===== src/hdl/abd_pkg.sv =====
// shared types, constants and coefficient tables for the adpcm block decoder
// used by every module of the block; no dependencies

package abd_pkg;

  localparam int unsigned OFFSET_BITS_DEF = 24;
  localparam int unsigned QUEUE_DEPTH_DEF = 4;

  localparam int unsigned SIZE_W     = 24;
  localparam int unsigned OUT_OFF_W  = 24;
  localparam int unsigned BLOCK_BYTES = 16;
  localparam logic [3:0]  SHIFT_MAX  = 4'd12;
  localparam logic [3:0]  SHIFT_SUB  = 4'd9;
  localparam logic [3:0]  PRED_MAX   = 4'd4;
  localparam logic [7:0]  FLAGS_TERM = 8'd7;
  localparam logic [3:0]  POS_HEADER = 4'd0;
  localparam logic [3:0]  POS_FLAGS  = 4'd1;
  localparam logic [3:0]  POS_FIRST  = 4'd2;
  localparam logic [3:0]  POS_LAST   = 4'd15;

  localparam logic CFG_SAMPLE_SIZE = 1'b0;
  localparam logic CFG_LOOP_ENABLE = 1'b1;

  typedef enum logic [1:0] {
    OP_DATA    = 2'd0,
    OP_TERM    = 2'd1,
    OP_RESTART = 2'd2
  } op_kind_e;

  typedef struct packed {
    op_kind_e              kind;
    logic [7:0]            data;
    logic [3:0]            shift;
    logic [2:0]            pred;
    logic                  last;
    logic [OUT_OFF_W-1:0]  next;
  } op_t;

  typedef struct packed {
    logic full;
    logic empty;
  } queue_status_t;

  function automatic logic signed [7:0] coef_a(input logic [2:0] sel);
    logic signed [7:0] c;
    unique case (sel)
      3'd1:    c = 8'sd60;
      3'd2:    c = 8'sd115;
      3'd3:    c = 8'sd98;
      3'd4:    c = 8'sd122;
      default: c = 8'sd0;
    endcase
    return c;
  endfunction

  function automatic logic signed [7:0] coef_b(input logic [2:0] sel);
    logic signed [7:0] c;
    unique case (sel)
      3'd2:    c = -8'sd52;
      3'd3:    c = -8'sd55;
      3'd4:    c = -8'sd60;
      default: c = 8'sd0;
    endcase
    return c;
  endfunction

endpackage


===== src/hdl/abd_front.sv =====
// front end: accepts input beats, tracks block position, header, flags and offsets
// and queues decode, terminator and restart operations; depends on abd_pkg

module abd_front #(
  parameter int unsigned OFFSET_BITS = abd_pkg::OFFSET_BITS_DEF
) (
  input  logic                       clk_i,
  input  logic                       rst_ni,
  input  logic                       cfg_we_i,
  input  logic                       cfg_index_i,
  input  logic [abd_pkg::SIZE_W-1:0] cfg_data_i,
  input  logic                       accept_i,
  input  logic                       command_i,
  input  logic [7:0]                 data_byte_i,
  output logic                       push_o,
  output abd_pkg::op_t               op_o
);
  import abd_pkg::*;

  localparam int unsigned CW = ((OFFSET_BITS > SIZE_W) ? OFFSET_BITS : SIZE_W) + 2;

  logic [SIZE_W-1:0]      size_q, size_d;
  logic                   loop_en_q, loop_en_d;
  logic [3:0]             pos_q, pos_d;
  logic [3:0]             shift_q, shift_d;
  logic [2:0]             pred_q, pred_d;
  logic [1:0]             flags_q, flags_d;
  logic [OFFSET_BITS-1:0] boff_q, boff_d;
  logic [OFFSET_BITS-1:0] loff_q, loff_d;
  logic                   ended_q, ended_d;

  logic [CW-1:0]          boff_x, loff_x, size_x, lin_x, next_x, new_x;
  logic [OFFSET_BITS-1:0] boff_new;
  logic                   past_end, wrap;

  always_comb begin
    boff_x   = CW'(boff_q);
    loff_x   = CW'(loff_q);
    size_x   = CW'(size_q);
    lin_x    = boff_x + CW'(BLOCK_BYTES);
    past_end = lin_x > size_x;
    wrap     = ((lin_x + CW'(BLOCK_BYTES)) > size_x) && loop_en_q;
    if (flags_q[0]) begin
      next_x = flags_q[1] ? loff_x : size_x;
    end else begin
      next_x = wrap ? loff_x : lin_x;
    end
    boff_new = next_x[OFFSET_BITS-1:0];
    new_x    = CW'(boff_new);
  end

  always_comb begin
    size_d    = size_q;
    loop_en_d = loop_en_q;
    pos_d     = pos_q;
    shift_d   = shift_q;
    pred_d    = pred_q;
    flags_d   = flags_q;
    boff_d    = boff_q;
    loff_d    = loff_q;
    ended_d   = ended_q;
    push_o    = 1'b0;
    op_o.kind  = OP_DATA;
    op_o.data  = data_byte_i;
    op_o.shift = shift_q;
    op_o.pred  = pred_q;
    op_o.last  = 1'b0;
    op_o.next  = '0;

    if (cfg_we_i) begin
      unique case (cfg_index_i)
        CFG_SAMPLE_SIZE: size_d    = {cfg_data_i[SIZE_W-1:4], 4'b0000};
        CFG_LOOP_ENABLE: loop_en_d = cfg_data_i[0];
        default: ;
      endcase
    end

    if (accept_i) begin
      if (command_i) begin
        push_o    = 1'b1;
        op_o.kind = OP_RESTART;
        boff_d    = '0;
        loff_d    = '0;
        pos_d     = POS_HEADER;
        ended_d   = (size_q[SIZE_W-1:4] == '0);
      end else if (!ended_q) begin
        case (pos_q)
          POS_HEADER: begin
            if (past_end) begin
              ended_d   = 1'b1;
              push_o    = 1'b1;
              op_o.kind = OP_TERM;
              op_o.next = boff_x[OUT_OFF_W-1:0];
            end else begin
              shift_d = (data_byte_i[3:0] > SHIFT_MAX) ? SHIFT_SUB : data_byte_i[3:0];
              pred_d  = (data_byte_i[7:4] > PRED_MAX) ? 3'd0 : data_byte_i[6:4];
              pos_d   = POS_FLAGS;
            end
          end
          POS_FLAGS: begin
            if (data_byte_i == FLAGS_TERM) begin
              ended_d   = 1'b1;
              pos_d     = POS_HEADER;
              push_o    = 1'b1;
              op_o.kind = OP_TERM;
              op_o.next = boff_x[OUT_OFF_W-1:0];
            end else begin
              if (data_byte_i[2]) begin
                loff_d = boff_q;
              end
              flags_d = data_byte_i[1:0];
              pos_d   = POS_FIRST;
            end
          end
          default: begin
            push_o = 1'b1;
            if (pos_q == POS_LAST) begin
              op_o.last = 1'b1;
              op_o.next = new_x[OUT_OFF_W-1:0];
              boff_d    = boff_new;
              pos_d     = POS_HEADER;
            end else begin
              pos_d = pos_q + 4'd1;
            end
          end
        endcase
      end
    end
  end

  always_ff @(posedge clk_i or negedge rst_ni) begin
    if (!rst_ni) begin
      size_q    <= '0;
      loop_en_q <= 1'b0;
      pos_q     <= POS_HEADER;
      shift_q   <= '0;
      pred_q    <= '0;
      flags_q   <= '0;
      boff_q    <= '0;
      loff_q    <= '0;
      ended_q   <= 1'b1;
    end else begin
      size_q    <= size_d;
      loop_en_q <= loop_en_d;
      pos_q     <= pos_d;
      shift_q   <= shift_d;
      pred_q    <= pred_d;
      flags_q   <= flags_d;
      boff_q    <= boff_d;
      loff_q    <= loff_d;
      ended_q   <= ended_d;
    end
  end

endmodule


===== src/hdl/abd_queue.sv =====
// short operation queue between front end and decode back end
// register storage, read at the head pointer; depends on abd_pkg

module abd_queue #(
  parameter int unsigned DEPTH = abd_pkg::QUEUE_DEPTH_DEF
) (
  input  logic                   clk_i,
  input  logic                   rst_ni,
  input  logic                   push_i,
  input  abd_pkg::op_t           wr_op_i,
  input  logic                   pop_i,
  output abd_pkg::op_t           rd_op_o,
  output abd_pkg::queue_status_t status_o
);
  import abd_pkg::*;

  localparam int unsigned PW = (DEPTH > 1) ? $clog2(DEPTH) : 1;
  localparam int unsigned NW = $clog2(DEPTH + 1);

  op_t           entry_q [DEPTH];
  logic [PW-1:0] wr_ptr_q, wr_ptr_d;
  logic [PW-1:0] rd_ptr_q, rd_ptr_d;
  logic [NW-1:0] count_q, count_d;

  always_comb begin
    wr_ptr_d = wr_ptr_q;
    rd_ptr_d = rd_ptr_q;
    count_d  = count_q;
    if (push_i) begin
      wr_ptr_d = (wr_ptr_q == PW'(DEPTH - 1)) ? '0 : wr_ptr_q + PW'(1);
    end
    if (pop_i) begin
      rd_ptr_d = (rd_ptr_q == PW'(DEPTH - 1)) ? '0 : rd_ptr_q + PW'(1);
    end
    if (push_i && !pop_i) begin
      count_d = count_q + NW'(1);
    end else if (pop_i && !push_i) begin
      count_d = count_q - NW'(1);
    end
  end

  always_ff @(posedge clk_i) begin
    if (push_i) begin
      entry_q[wr_ptr_q] <= wr_op_i;
    end
  end

  always_ff @(posedge clk_i or negedge rst_ni) begin
    if (!rst_ni) begin
      wr_ptr_q <= '0;
      rd_ptr_q <= '0;
      count_q  <= '0;
    end else begin
      wr_ptr_q <= wr_ptr_d;
      rd_ptr_q <= rd_ptr_d;
      count_q  <= count_d;
    end
  end

  assign rd_op_o        = entry_q[rd_ptr_q];
  assign status_o.full  = (count_q == NW'(DEPTH));
  assign status_o.empty = (count_q == '0);

endmodule


===== src/hdl/abd_back.sv =====
// back end: two-tap predictor decode of queued bytes, history and output register
// one multiply stage (both taps) and one add/clamp stage per sample; depends on abd_pkg

module abd_back (
  input  logic                   clk_i,
  input  logic                   rst_ni,
  input  abd_pkg::op_t           head_i,
  input  abd_pkg::queue_status_t status_i,
  output logic                   pop_o,
  output logic                   out_valid_o,
  input  logic                   out_stall_i,
  output logic signed [15:0]     sample_o,
  output logic                   block_last_o,
  output logic                   source_end_o,
  output logic [abd_pkg::OUT_OFF_W-1:0] next_offset_o
);
  import abd_pkg::*;

  typedef enum logic [2:0] {
    BK_IDLE = 3'b001,
    BK_MUL  = 3'b010,
    BK_ADD  = 3'b100
  } back_state_e;

  back_state_e         state_q, state_d;
  op_t                 cur_q, cur_d;
  logic                nib_q, nib_d;
  logic signed [15:0]  h1_q, h1_d, h2_q, h2_d;
  logic signed [23:0]  prod_a_q, prod_a_d, prod_b_q, prod_b_d;
  logic                out_valid_q, out_valid_d;
  logic signed [15:0]  sample_q, sample_d;
  logic                last_q, last_d;
  logic                end_q, end_d;
  logic [OUT_OFF_W-1:0] next_q, next_d;

  logic                out_free;
  logic [3:0]          nib;
  logic [15:0]         base, scaled, bias;
  logic signed [16:0]  delta;
  logic signed [24:0]  psum;
  logic signed [18:0]  pred;
  logic signed [19:0]  total;
  logic signed [15:0]  clamped;
  logic signed [7:0]   ca, cb;
  logic                is_last;

  // nibble scaling, prediction and clamp
  always_comb begin
    nib     = nib_q ? cur_q.data[7:4] : cur_q.data[3:0];
    base    = {~nib[3], nib[2:0], 12'b0};
    scaled  = base >> cur_q.shift;
    bias    = 16'h8000 >> cur_q.shift;
    delta   = $signed({1'b0, scaled}) - $signed({1'b0, bias});
    psum    = $signed({prod_a_q[23], prod_a_q}) + $signed({prod_b_q[23], prod_b_q});
    pred    = psum[24:6];
    total   = $signed({pred[18], pred}) + $signed({{3{delta[16]}}, delta});
    if (total > 20'sd32767) begin
      clamped = 16'sh7fff;
    end else if (total < -20'sd32768) begin
      clamped = 16'sh8000;
    end else begin
      clamped = total[15:0];
    end
    ca      = coef_a(cur_q.pred);
    cb      = coef_b(cur_q.pred);
    is_last = cur_q.last && nib_q;
  end

  always_comb begin
    out_free    = !out_valid_q || !out_stall_i;
    state_d     = state_q;
    cur_d       = cur_q;
    nib_d       = nib_q;
    h1_d        = h1_q;
    h2_d        = h2_q;
    prod_a_d    = prod_a_q;
    prod_b_d    = prod_b_q;
    out_valid_d = out_valid_q && out_stall_i;
    sample_d    = sample_q;
    last_d      = last_q;
    end_d       = end_q;
    next_d      = next_q;
    pop_o       = 1'b0;

    unique case (state_q)
      BK_IDLE: begin
        if (!status_i.empty) begin
          unique case (head_i.kind)
            OP_RESTART: begin
              pop_o = 1'b1;
              h1_d  = '0;
              h2_d  = '0;
            end
            OP_TERM: begin
              if (out_free) begin
                pop_o       = 1'b1;
                out_valid_d = 1'b1;
                sample_d    = '0;
                last_d      = 1'b1;
                end_d       = 1'b1;
                next_d      = head_i.next;
              end
            end
            OP_DATA: begin
              pop_o   = 1'b1;
              cur_d   = head_i;
              nib_d   = 1'b0;
              state_d = BK_MUL;
            end
            default: pop_o = 1'b1;
          endcase
        end
      end
      BK_MUL: begin
        prod_a_d = $signed({{8{h1_q[15]}}, h1_q}) * $signed({{16{ca[7]}}, ca});
        prod_b_d = $signed({{8{h2_q[15]}}, h2_q}) * $signed({{16{cb[7]}}, cb});
        state_d  = BK_ADD;
      end
      BK_ADD: begin
        if (out_free) begin
          out_valid_d = 1'b1;
          sample_d    = clamped;
          last_d      = is_last;
          end_d       = 1'b0;
          next_d      = is_last ? cur_q.next : '0;
          h2_d        = h1_q;
          h1_d        = clamped;
          if (nib_q) begin
            state_d = BK_IDLE;
          end else begin
            nib_d   = 1'b1;
            state_d = BK_MUL;
          end
        end
      end
      default: state_d = BK_IDLE;
    endcase
  end

  always_ff @(posedge clk_i) begin
    cur_q    <= cur_d;
    prod_a_q <= prod_a_d;
    prod_b_q <= prod_b_d;
    sample_q <= sample_d;
    last_q   <= last_d;
    end_q    <= end_d;
    next_q   <= next_d;
  end

  always_ff @(posedge clk_i or negedge rst_ni) begin
    if (!rst_ni) begin
      state_q     <= BK_IDLE;
      nib_q       <= 1'b0;
      h1_q        <= '0;
      h2_q        <= '0;
      out_valid_q <= 1'b0;
    end else begin
      state_q     <= state_d;
      nib_q       <= nib_d;
      h1_q        <= h1_d;
      h2_q        <= h2_d;
      out_valid_q <= out_valid_d;
    end
  end

  assign out_valid_o   = out_valid_q;
  assign sample_o      = sample_q;
  assign block_last_o  = last_q;
  assign source_end_o  = end_q;
  assign next_offset_o = next_q;

endmodule


===== src/hdl/adpcm_block_decoder.sv =====
// top level of the four-bit block adpcm decoder: front end, queue and back end
// depends on abd_pkg, abd_front, abd_queue and abd_back
//
// Usage: bytes of 16-byte blocks arrive on the input channel (in_valid_i,
// in_stall_o, command_i, data_byte_i); a beat with command_i set is a restart
// that clears history and offsets. Byte 0 of a block is shift and predictor,
// byte 1 the flags, bytes 2..15 carry two samples each. Results leave on the
// output channel (out_valid_o, out_stall_i) one sample per beat; the last beat
// of a block carries block_last_o and next_offset_o, a terminator beat also
// source_end_o with a zero sample.
// Header and flag bytes are not queued, but one that ends the source queues a
// terminator. The back end takes each data byte from the queue in its idle
// state, then runs each of its two samples through a multiply state and an
// add/clamp state, in that order set by the dependency through the sample
// history; it takes no new byte until the second sample has been registered.
// The front end runs ahead by up to QUEUE_DEPTH operations; in_stall_o rises
// only when that queue is full. A stalled output holds the back end in its
// add cycle. After reset both registers are zero and the source counts as
// ended, so data bytes are dropped until a restart.
// The configuration port writes sample_size (index 0) or loop_enable (index 1)
// when cfg_we_i is set.

module adpcm_block_decoder #(
  parameter int unsigned OFFSET_BITS = abd_pkg::OFFSET_BITS_DEF,
  parameter int unsigned QUEUE_DEPTH = abd_pkg::QUEUE_DEPTH_DEF
) (
  input  logic                          clk_i,
  input  logic                          rst_ni,
  input  logic                          cfg_we_i,
  input  logic                          cfg_index_i,
  input  logic [abd_pkg::SIZE_W-1:0]    cfg_data_i,
  input  logic                          in_valid_i,
  output logic                          in_stall_o,
  input  logic                          command_i,
  input  logic [7:0]                    data_byte_i,
  output logic                          out_valid_o,
  input  logic                          out_stall_i,
  output logic signed [15:0]            sample_o,
  output logic                          block_last_o,
  output logic                          source_end_o,
  output logic [abd_pkg::OUT_OFF_W-1:0] next_offset_o
);
  import abd_pkg::*;

  logic          accept;
  logic          q_push, q_pop;
  op_t           q_wr_op, q_rd_op;
  queue_status_t q_status;

  assign in_stall_o = q_status.full;
  assign accept     = in_valid_i && !q_status.full;

  abd_front #(
    .OFFSET_BITS (OFFSET_BITS)
  ) u_front (
    .clk_i       (clk_i),
    .rst_ni      (rst_ni),
    .cfg_we_i    (cfg_we_i),
    .cfg_index_i (cfg_index_i),
    .cfg_data_i  (cfg_data_i),
    .accept_i    (accept),
    .command_i   (command_i),
    .data_byte_i (data_byte_i),
    .push_o      (q_push),
    .op_o        (q_wr_op)
  );

  abd_queue #(
    .DEPTH (QUEUE_DEPTH)
  ) u_queue (
    .clk_i    (clk_i),
    .rst_ni   (rst_ni),
    .push_i   (q_push),
    .wr_op_i  (q_wr_op),
    .pop_i    (q_pop),
    .rd_op_o  (q_rd_op),
    .status_o (q_status)
  );

  abd_back u_back (
    .clk_i         (clk_i),
    .rst_ni        (rst_ni),
    .head_i        (q_rd_op),
    .status_i      (q_status),
    .pop_o         (q_pop),
    .out_valid_o   (out_valid_o),
    .out_stall_i   (out_stall_i),
    .sample_o      (sample_o),
    .block_last_o  (block_last_o),
    .source_end_o  (source_end_o),
    .next_offset_o (next_offset_o)
  );

  a_push_not_full: assert property (@(posedge clk_i) disable iff (!rst_ni)
    q_push |-> !q_status.full)
    else $error("operation pushed into a full queue");

  a_pop_not_empty: assert property (@(posedge clk_i) disable iff (!rst_ni)
    q_pop |-> !q_status.empty)
    else $error("operation popped from an empty queue");

  a_end_is_terminator: assert property (@(posedge clk_i) disable iff (!rst_ni)
    (out_valid_o && source_end_o) |-> (block_last_o && sample_o == 16'sd0))
    else $error("source end beat is not a terminator");

  a_mid_offset_zero: assert property (@(posedge clk_i) disable iff (!rst_ni)
    (out_valid_o && !block_last_o) |-> (next_offset_o == '0 && !source_end_o))
    else $error("offset reported on a beat inside a block");

endmodule

===== config.mk =====
export PLATFORM = sky130hd
export DESIGN_NAME = adpcm_block_decoder
export DESIGN_NICKNAME = d
export VERILOG_FILES = /design/src/hdl/abd_pkg.sv /design/src/hdl/abd_front.sv /design/src/hdl/abd_queue.sv /design/src/hdl/abd_back.sv /design/src/hdl/adpcm_block_decoder.sv
export SDC_FILE = /design/constraint.sdc
export NUM_CORES = 1
export LEC_CHECK = 0
export BUFFER_PORTS_ARGS = -buffer_cell sky130_fd_sc_hd__buf_2
export CAP_MARGIN = 20
export CORE_ASPECT_RATIO = 0.7
export CORE_MARGIN = 2
export CORE_UTILIZATION = 65
export DETAILED_ROUTE_END_ITERATION = 7
export PLACE_DENSITY_LB_ADDON = 0.12
export SKIP_LAST_GASP = 1
export SYNTH_ARGS = -nofsm -noshare
export SYNTH_HDL_FRONTEND = slang
export SYNTH_SLANG_ARGS = --single-unit

===== constraint.sdc =====
create_clock -name clk_i -period 18.3 [get_ports clk_i]
set_input_delay 0.915 -clock clk_i [delete_from_list [all_inputs] [get_ports clk_i]]
set_output_delay 0.915 -clock clk_i [all_outputs]
set_load 0.03 [all_outputs]

# Word-level counts from Yosys, hierarchy flattened
# Memories as Yosys holds them, arrays and structs flattened.
# Cells that the tools add are included.
# W data, S select, Z words.
[op_classes] magnitude_cmp=6 n_addsub=10 n_div=0 mul=2 muxes=93 n_eq_ne=25 reduce_logical=34 n_shift=2 bitwise_logic=7
[op_table] cell="$mux W24" n=19
[op_table] cell="$mux W16" n=9
[op_table] cell="$mux W25" n=4
[op_table] cell="$pmux W16 S2" n=3
[op_table] cell="$pmux W24 S2" n=2
[op_table] cell="$mul A16 B8 Y24" n=2
[op_table] cell="$pmux W7 S4" n=1
[op_table] cell="$add A25 B5 Y26 const B" n=1
[op_table] cell="$gt A26 B24 Y1" n=1
[op_table] cell="$mux W1" n=26
[op_table] cell="$add A24 B24 Y25" n=1
[op_table] cell="$add A24 B5 Y25 const B" n=1
[op_table] cell="$gt A25 B24 Y1" n=1
[op_table] cell="$mux W4" n=6
[op_table] cell="$pmux W8 S3" n=1
[op_table] cell="$add A19 B17 Y20" n=1
[op_table] cell="$gt A20 B16 Y1 const B" n=1
[op_table] cell="$logic_not A20 Y1" n=1
[op_table] cell="$lt A20 B16 Y1 const B" n=1
[op_table] cell="$reduce_and A5 Y1" n=4
[op_table] cell="$mux W3" n=6
[op_table] cell="$sub A16 B16 Y17" n=1
[op_table] cell="$shr A16 B4 Y16" n=1
[op_table] cell="$shr A16 B4 Y16 const A" n=1
[op_table] cell="other kinds (34)" n=84
[totals] rom_bits=0 memories=1 out_inout_bits=44 mem_bits_rw=168 latchBits=0 reg_bits=257
[memory_table] memory="u_queue.entry_q" words=4 word_bits=42 rd=1 rd_clocked_by_memory_dff=0 wr=1 line_no="abd_queue.sv:20" source="op_t entry_q [DEPTH];"

# Logic depth before layout (Yosys ltp)
[logic_depth] word_depth=11 ltp_mapped=30

# By module
# A second synthesis with hierarchy kept.
[unflattened] cells_unflattened=2531 hier_area_um2=28554.9
[modules_own_cells] mod="abd_back" area_each_um2=15850.2 seq_area_each_um2=4830.9 cells_each=1543 instances=1
[modules_own_cells] mod="abd_queue" area_each_um2=6533.8 seq_area_each_um2=5220.0 cells_each=257 instances=1
[modules_own_cells] mod="abd_front" area_each_um2=6157.2 seq_area_each_um2=2078.2 cells_each=730 instances=1
[modules_own_cells] mod="adpcm_block_decoder" area_each_um2=13.8 seq_area_each_um2=0.0 cells_each=1 instances=1

# Worst setup path before layout
# No wires, ideal clock.
[synth_path] path_kind="register -> register" start="reg u_back.nib_q" end="reg u_back.sample_q[10] (netlist: u_back.sample_o[10]) (data pin)" path_buffers=2 synth_period_minus_slack_ns=6.010 path_stages_with_launch=29 arrival_time_ns=5.754 required_ns=18.043 path_slack_ns=12.290 path_cell_list="dfrtp_1 -> clkbuf_1 -> mux2_2 -> nor2_1 -> a21oi_1 -> mux2i_1 -> or2_2 -> ha_1 -> fa_1 -> nor2b_1 -> o21ai_0 -> a21boi_0 -> o21ai_0 -> a21boi_0 -> o2111ai_1 -> a31oi_1 -> a21o_1 -> a21oi_1 -> xnor2_1 -> ha_1 -> a21oi_1 -> o21ai_0 -> a21oi_1 -> o21bai_1 -> a2111oi_0 -> nor2_1 -> o21ai_2 -> buf_2 -> nor2_1"
[synth_between] elab_chain_cells=10 elab_cells_between_ends=11 classes_between="add/sub (2); order compare (2); shift (1); mux (5); bitwise (1)"
[synth_rtl] element="start, declared" line_no="abd_back.sv:27" source="logic nib_q, nib_d;"
[synth_rtl] element="start signal, assigned" line_no="abd_back.sv:159" source="nib_q <= nib_d;"
[synth_rtl] element="$mux W4 *" line_no="abd_back.sv:49" source="nib = nib_q ? cur_q.data[7:4] : cur_q.data[3:0];"
[synth_rtl] element="$not A1 Y1" line_no="abd_back.sv:50" source="base = {~nib[3], nib[2:0], 12'b0};"
[synth_rtl] element="$shr A16 B4 Y16 *" line_no="abd_back.sv:51" source="scaled = base >> cur_q.shift;"
[synth_rtl] element="$sub A16 B16 Y17 *" line_no="abd_back.sv:53" source="delta = $signed({1'b0, scaled}) - $signed({1'b0, bias});"
[synth_rtl] element="$add A19 B17 Y20 *" line_no="abd_back.sv:56" source="total = $signed({pred[18], pred}) + $signed({{3{delta[16]}}, delta});"
[synth_rtl] element="$lt A20 B16 Y1" line_no="abd_back.sv:59" source="end else if (total < -20'sd32768) begin"
[synth_rtl] element="$mux W16" line_no="abd_back.sv:59"
[synth_rtl] element="$mux W16 *" line_no="abd_back.sv:57" source="if (total > 20'sd32767) begin"
[synth_rtl] element="$mux W16 *" line_no="abd_back.sv:120" source="if (out_free) begin"
[synth_rtl] element="$pmux W16 S2 *" line_no="abd_back.sv:85" source="unique case (state_q)"
[synth_rtl] element="end signal, assigned" line_no="abd_back.sv:144" source="sample_q <= sample_d;"
[synth_rtl] element="end, declared" line_no="abd_back.sv:31" source="logic signed [15:0] sample_q, sample_d;"
# Mark *: on every way between the ends. The rest lies on a longest branch, timed or not. The select of a mux whose other input is x is not followed.
# A chain may end at the register's enable or synchronous reset.

# Final worst setup path
[layout_path] start="reg u_back.nib_q" end="reg u_back.sample_q[0] (netlist: u_back.sample_o[0]) (data pin)"
# The elaborated chain is that of the path after synthesis.

==> run_results.csv <==
group,metric,value,unit
run_status,status,"complete, no violations",
synthesis,synthAdderAreaFrac,20.29,%
critical_path,reg2reg_to,"u_back.sample_o[0]",
timing,timing.hold.ws,0.3641,ns
clock_network,cts.sinks,425,
clock_network,hold_buffers,0,
clock_network,numCtsBuffers,42,
clock_network,clkLatencyLatePin,0.58,ns
synthesis,synth_compound_area_share,10.06,%
timing,period_needed,7.333,ns
placed_design,gp_congestion,0.9254,
floorplan,io_pins,83,
finish,layout_commonest_cell,"edfxtp_1",
synthesis,synth_fp_nets,2918,
detailed_routing,avgViaCountPerCell,6.157,
clock_network,clockBufferDepth,3,
timing,rsz0062_at_grt,"false",
synthesis,synthXorXnorAreaFrac,3.854,%
pwr,p_leak,13.92,nW
critical_path,start_kind,"register",
worst_hold_path,worstHoldPathType,"in -> async",
clock_network,cts_tree,"done",
detailed_routing,drt_first_pass_iters,6,
timing,max_freq,0.1364,GHz
grt,grt_start_max_net_pins,79,
timing,post-route-period-util,40.07,%
synthesis,ys_ff_latch,425,
floorplan,dieHeight,178.2,microns
timing,maxSlewViolCount,0,
critical_path,timing.rr.start,"u_back.nib_q",
critical_path,worst-path-max-fanout,15,
detailed_routing,drt_iter0_markers,1865,
timing,setup_violations,0,
finish,final_area,30700,sq um
synthesis,ys.flop_type,"edfxtp_1",
pwr,powerDensity,164.6,nW/um^2
floorplan,die-width,252.9,microns
finish,final_cell_mix,"edfxtp_1 (298), nand2_1 (239), ha_1 (233)",
synthesis,synth_warnings,0,
synthesis,synthSimpleGateAreaFrac,13.89,%
critical_path,cp.arrival,7.61,ns
clock_network,cts_root_buf,"clkbuf_16",
placed_design,dpl_cell_area,29240,sq um
critical_path,ff2ff_setup_slack,10.97,ns
synthesis,ys_async_sr_fraction,29.88,%
clock_network,cts.clk_slew.worst_paths,0.07,ns
timing,finalHoldViolCount,0,
finish,final_layout_size_suffix_gt1_share,11.34,%
detailed_routing,drc_errors,0,
timing,worst_pin_slew,1.054,ns
grt,track_usage,30.81,%
critical_path,crit_type,"reg -> reg",
pwr,p_total,5.055,mW
finish,final_net_count,2988,
synthesis,yosysSeqAreaShare,43.04,%
detailed_routing,ant_nets,0,
clock_network,cts_setup_buffers,0,
finish,final_util,72.13,%
synthesis,synth_mux_area_share,4.538,%
timing,setup_tns,0,ns
critical_path,required,18.57,ns
synthesis,synth_cell_types,81,
floorplan,core,42570,sq um
synthesis,syn_area_per_cell,11.24,sq um
synthesis,synth_top_family_by_area,"adder cells",
floorplan,rows,63,
placed_design,pre_cts_ws,11.16,ns
synthesis,syn-cell-area,28180,sq um
grt,grt_first_pass_wirelength,106400,microns
placed_design,placed_cells,3083,
detailed_routing,wirelength,67000,microns
floorplan,die_area,45060,sq um
critical_path,reg2reg_depth,26,
finish,syn2layout_area_growth,8.956,%
placed_design,place_hpwl,49650,microns
grt,grt_pass1_vias,19098,
clock_network,cts_resized,0,
finish,n_antenna_cell,0,
synthesis,syn-instance-count,2506,
grt,grt-ovfl-total,0,
flow_run,maxCapViolCount,0,
finish,fin_cells,3162,
floorplan,start_util,66.20,%
critical_path,endpoint_kind,"register",
timing,slew_headroom,29.20,%
timing,setup_ws,10.97,ns
synthesis,synth-edff-count,298,
detailed_routing,wire_per_inst,21.19,microns
placed_design,port_buffers,79,
pwr,vdd_drop_max,0.0002413,V
timing,skew,0.02512,ns
grt,antenna_found_initial,3,
detailed_routing,vias,19470,
clock_network,cts_max_level,2,
worst max-delay path by stage:
stage | endpoint | slack (ns) | from | cells past startpoint
after floorplan | u_back.sample_o[10] | 12.29 | u_back.nib_q | 28
after global placement | u_back.sample_o[11] | 11.37 | u_back.nib_q | 26
after detailed placement | u_back.prod_a_q[22] | 11.16 | u_back.cur_q[25] | 21
after CTS | u_back.sample_o[0] | 11.07 | u_back.nib_q | 26
after global routing | u_back.sample_o[10] | 10.42 | u_back.nib_q | 26
final | u_back.sample_o[0] | 10.97 | u_back.nib_q | 26
critical path: stages, from the launching register on:
cell,delay (ns)
dfrtp_1,0.66
mux2_2,0.28
nor2_1,0.04
a21oi_1,0.17
mux2i_1,0.19
or2_2,0.34
ha_1,0.23
fa_1,0.40
nor2b_1,0.13
o21ai_0,0.11
a21boi_0,0.24
o21ai_0,0.13
a21boi_0,0.33
o2111ai_1,0.19
a31oi_1,0.26
a21o_1,0.15
a21oi_1,0.09
xnor2_1,0.23
ha_1,0.37
a21oi_1,0.18
o21ai_0,0.10
a21oi_1,0.28
o21bai_1,0.12
a2111oi_0,0.71
nor2_1,0.30
o21ai_2,0.68
nor2_1,0.14
state kept, by name, indices dropped and copies added, names as in the netlist, 16 cells and up:
signal,count
u_queue.entry_q,168
u_back.cur_q,40
u_back.next_offset_o,24
u_back.prod_a_q,24
u_back.prod_b_q,24
u_front.boff_q,24
u_front.loff_q,24
u_front.size_q,20
u_back.h1_q,16
u_back.h2_q,16
u_back.sample_o,16
power by group:
group          internal (mW)  switching, mW
logic                  0.947           1.75
clock network          0.520          0.387
registers               1.31          0.141
total                   2.78           2.27
kinds of logic after synthesis:
kind of cell | after synthesis
compound gates | 416
fa+ha+maj | 373
mux | 71
buf+inv | 314
simple gates | 783
xor+xnor | 124
flops | 425
synth_stat cells (17+ instances only):
cell / n / area share [%]
dfrtp_1: 125 / 11
nor2b_1: 26 / 0.58
nor3_1: 37 / 0.66
fa_1: 140 / 9.9
and2_1: 116 / 2.6
o21ai_0: 111 / 2.0
nand2b_1: 41 / 0.91
inv_1: 231 / 3.1
nor2_1: 153 / 2.0
edfxtp_1: 298 / 32
clkbuf_1: 65 / 0.87
nand3_1: 57 / 1.0
xor2_1: 36 / 1.1
a22o_1: 57 / 1.8
a21oi_1: 71 / 1.3
xnor2_1: 88 / 2.7
mux4_2: 44 / 3.5
nand2_1: 239 / 3.2
o21a_1: 17 / 0.45
ha_1: 233 / 10
a21o_1: 37 / 0.99
and3_1: 33 / 0.73
per-layer routing:
layer | global-route usage, % | wire [microns] | share of wire (%) | vias to the layer above
li1 | - | - | - | 8975
met1 | 47.32 | 30710 | 46 | 9640
met2 | 44.33 | 28240 | 42 | 773
met3 | 7.967 | 6806 | 10 | 80
met4 | 6.484 | 1231 | 1.8 | 2
met5 | 0 | 12 | 0.018 | -
layout make-up:
| type | count | area, sq um |
|---|---|---|
| Clock buffer | 46 | 1086 |
| Multi-Input combinational cell | 1767 | 14930 |
| Fill cell | 2965 | 11860 |
| Tap cell | 552 | 690.7 |
| Inverter | 231 | 867.1 |
| Clock inverter | 32 | 366.6 |
| Timing Repair Buffer | 109 | 633.1 |
| Sequential cell | 425 | 12130 |
No activity file was read; power rests on OpenSTA's default activity.
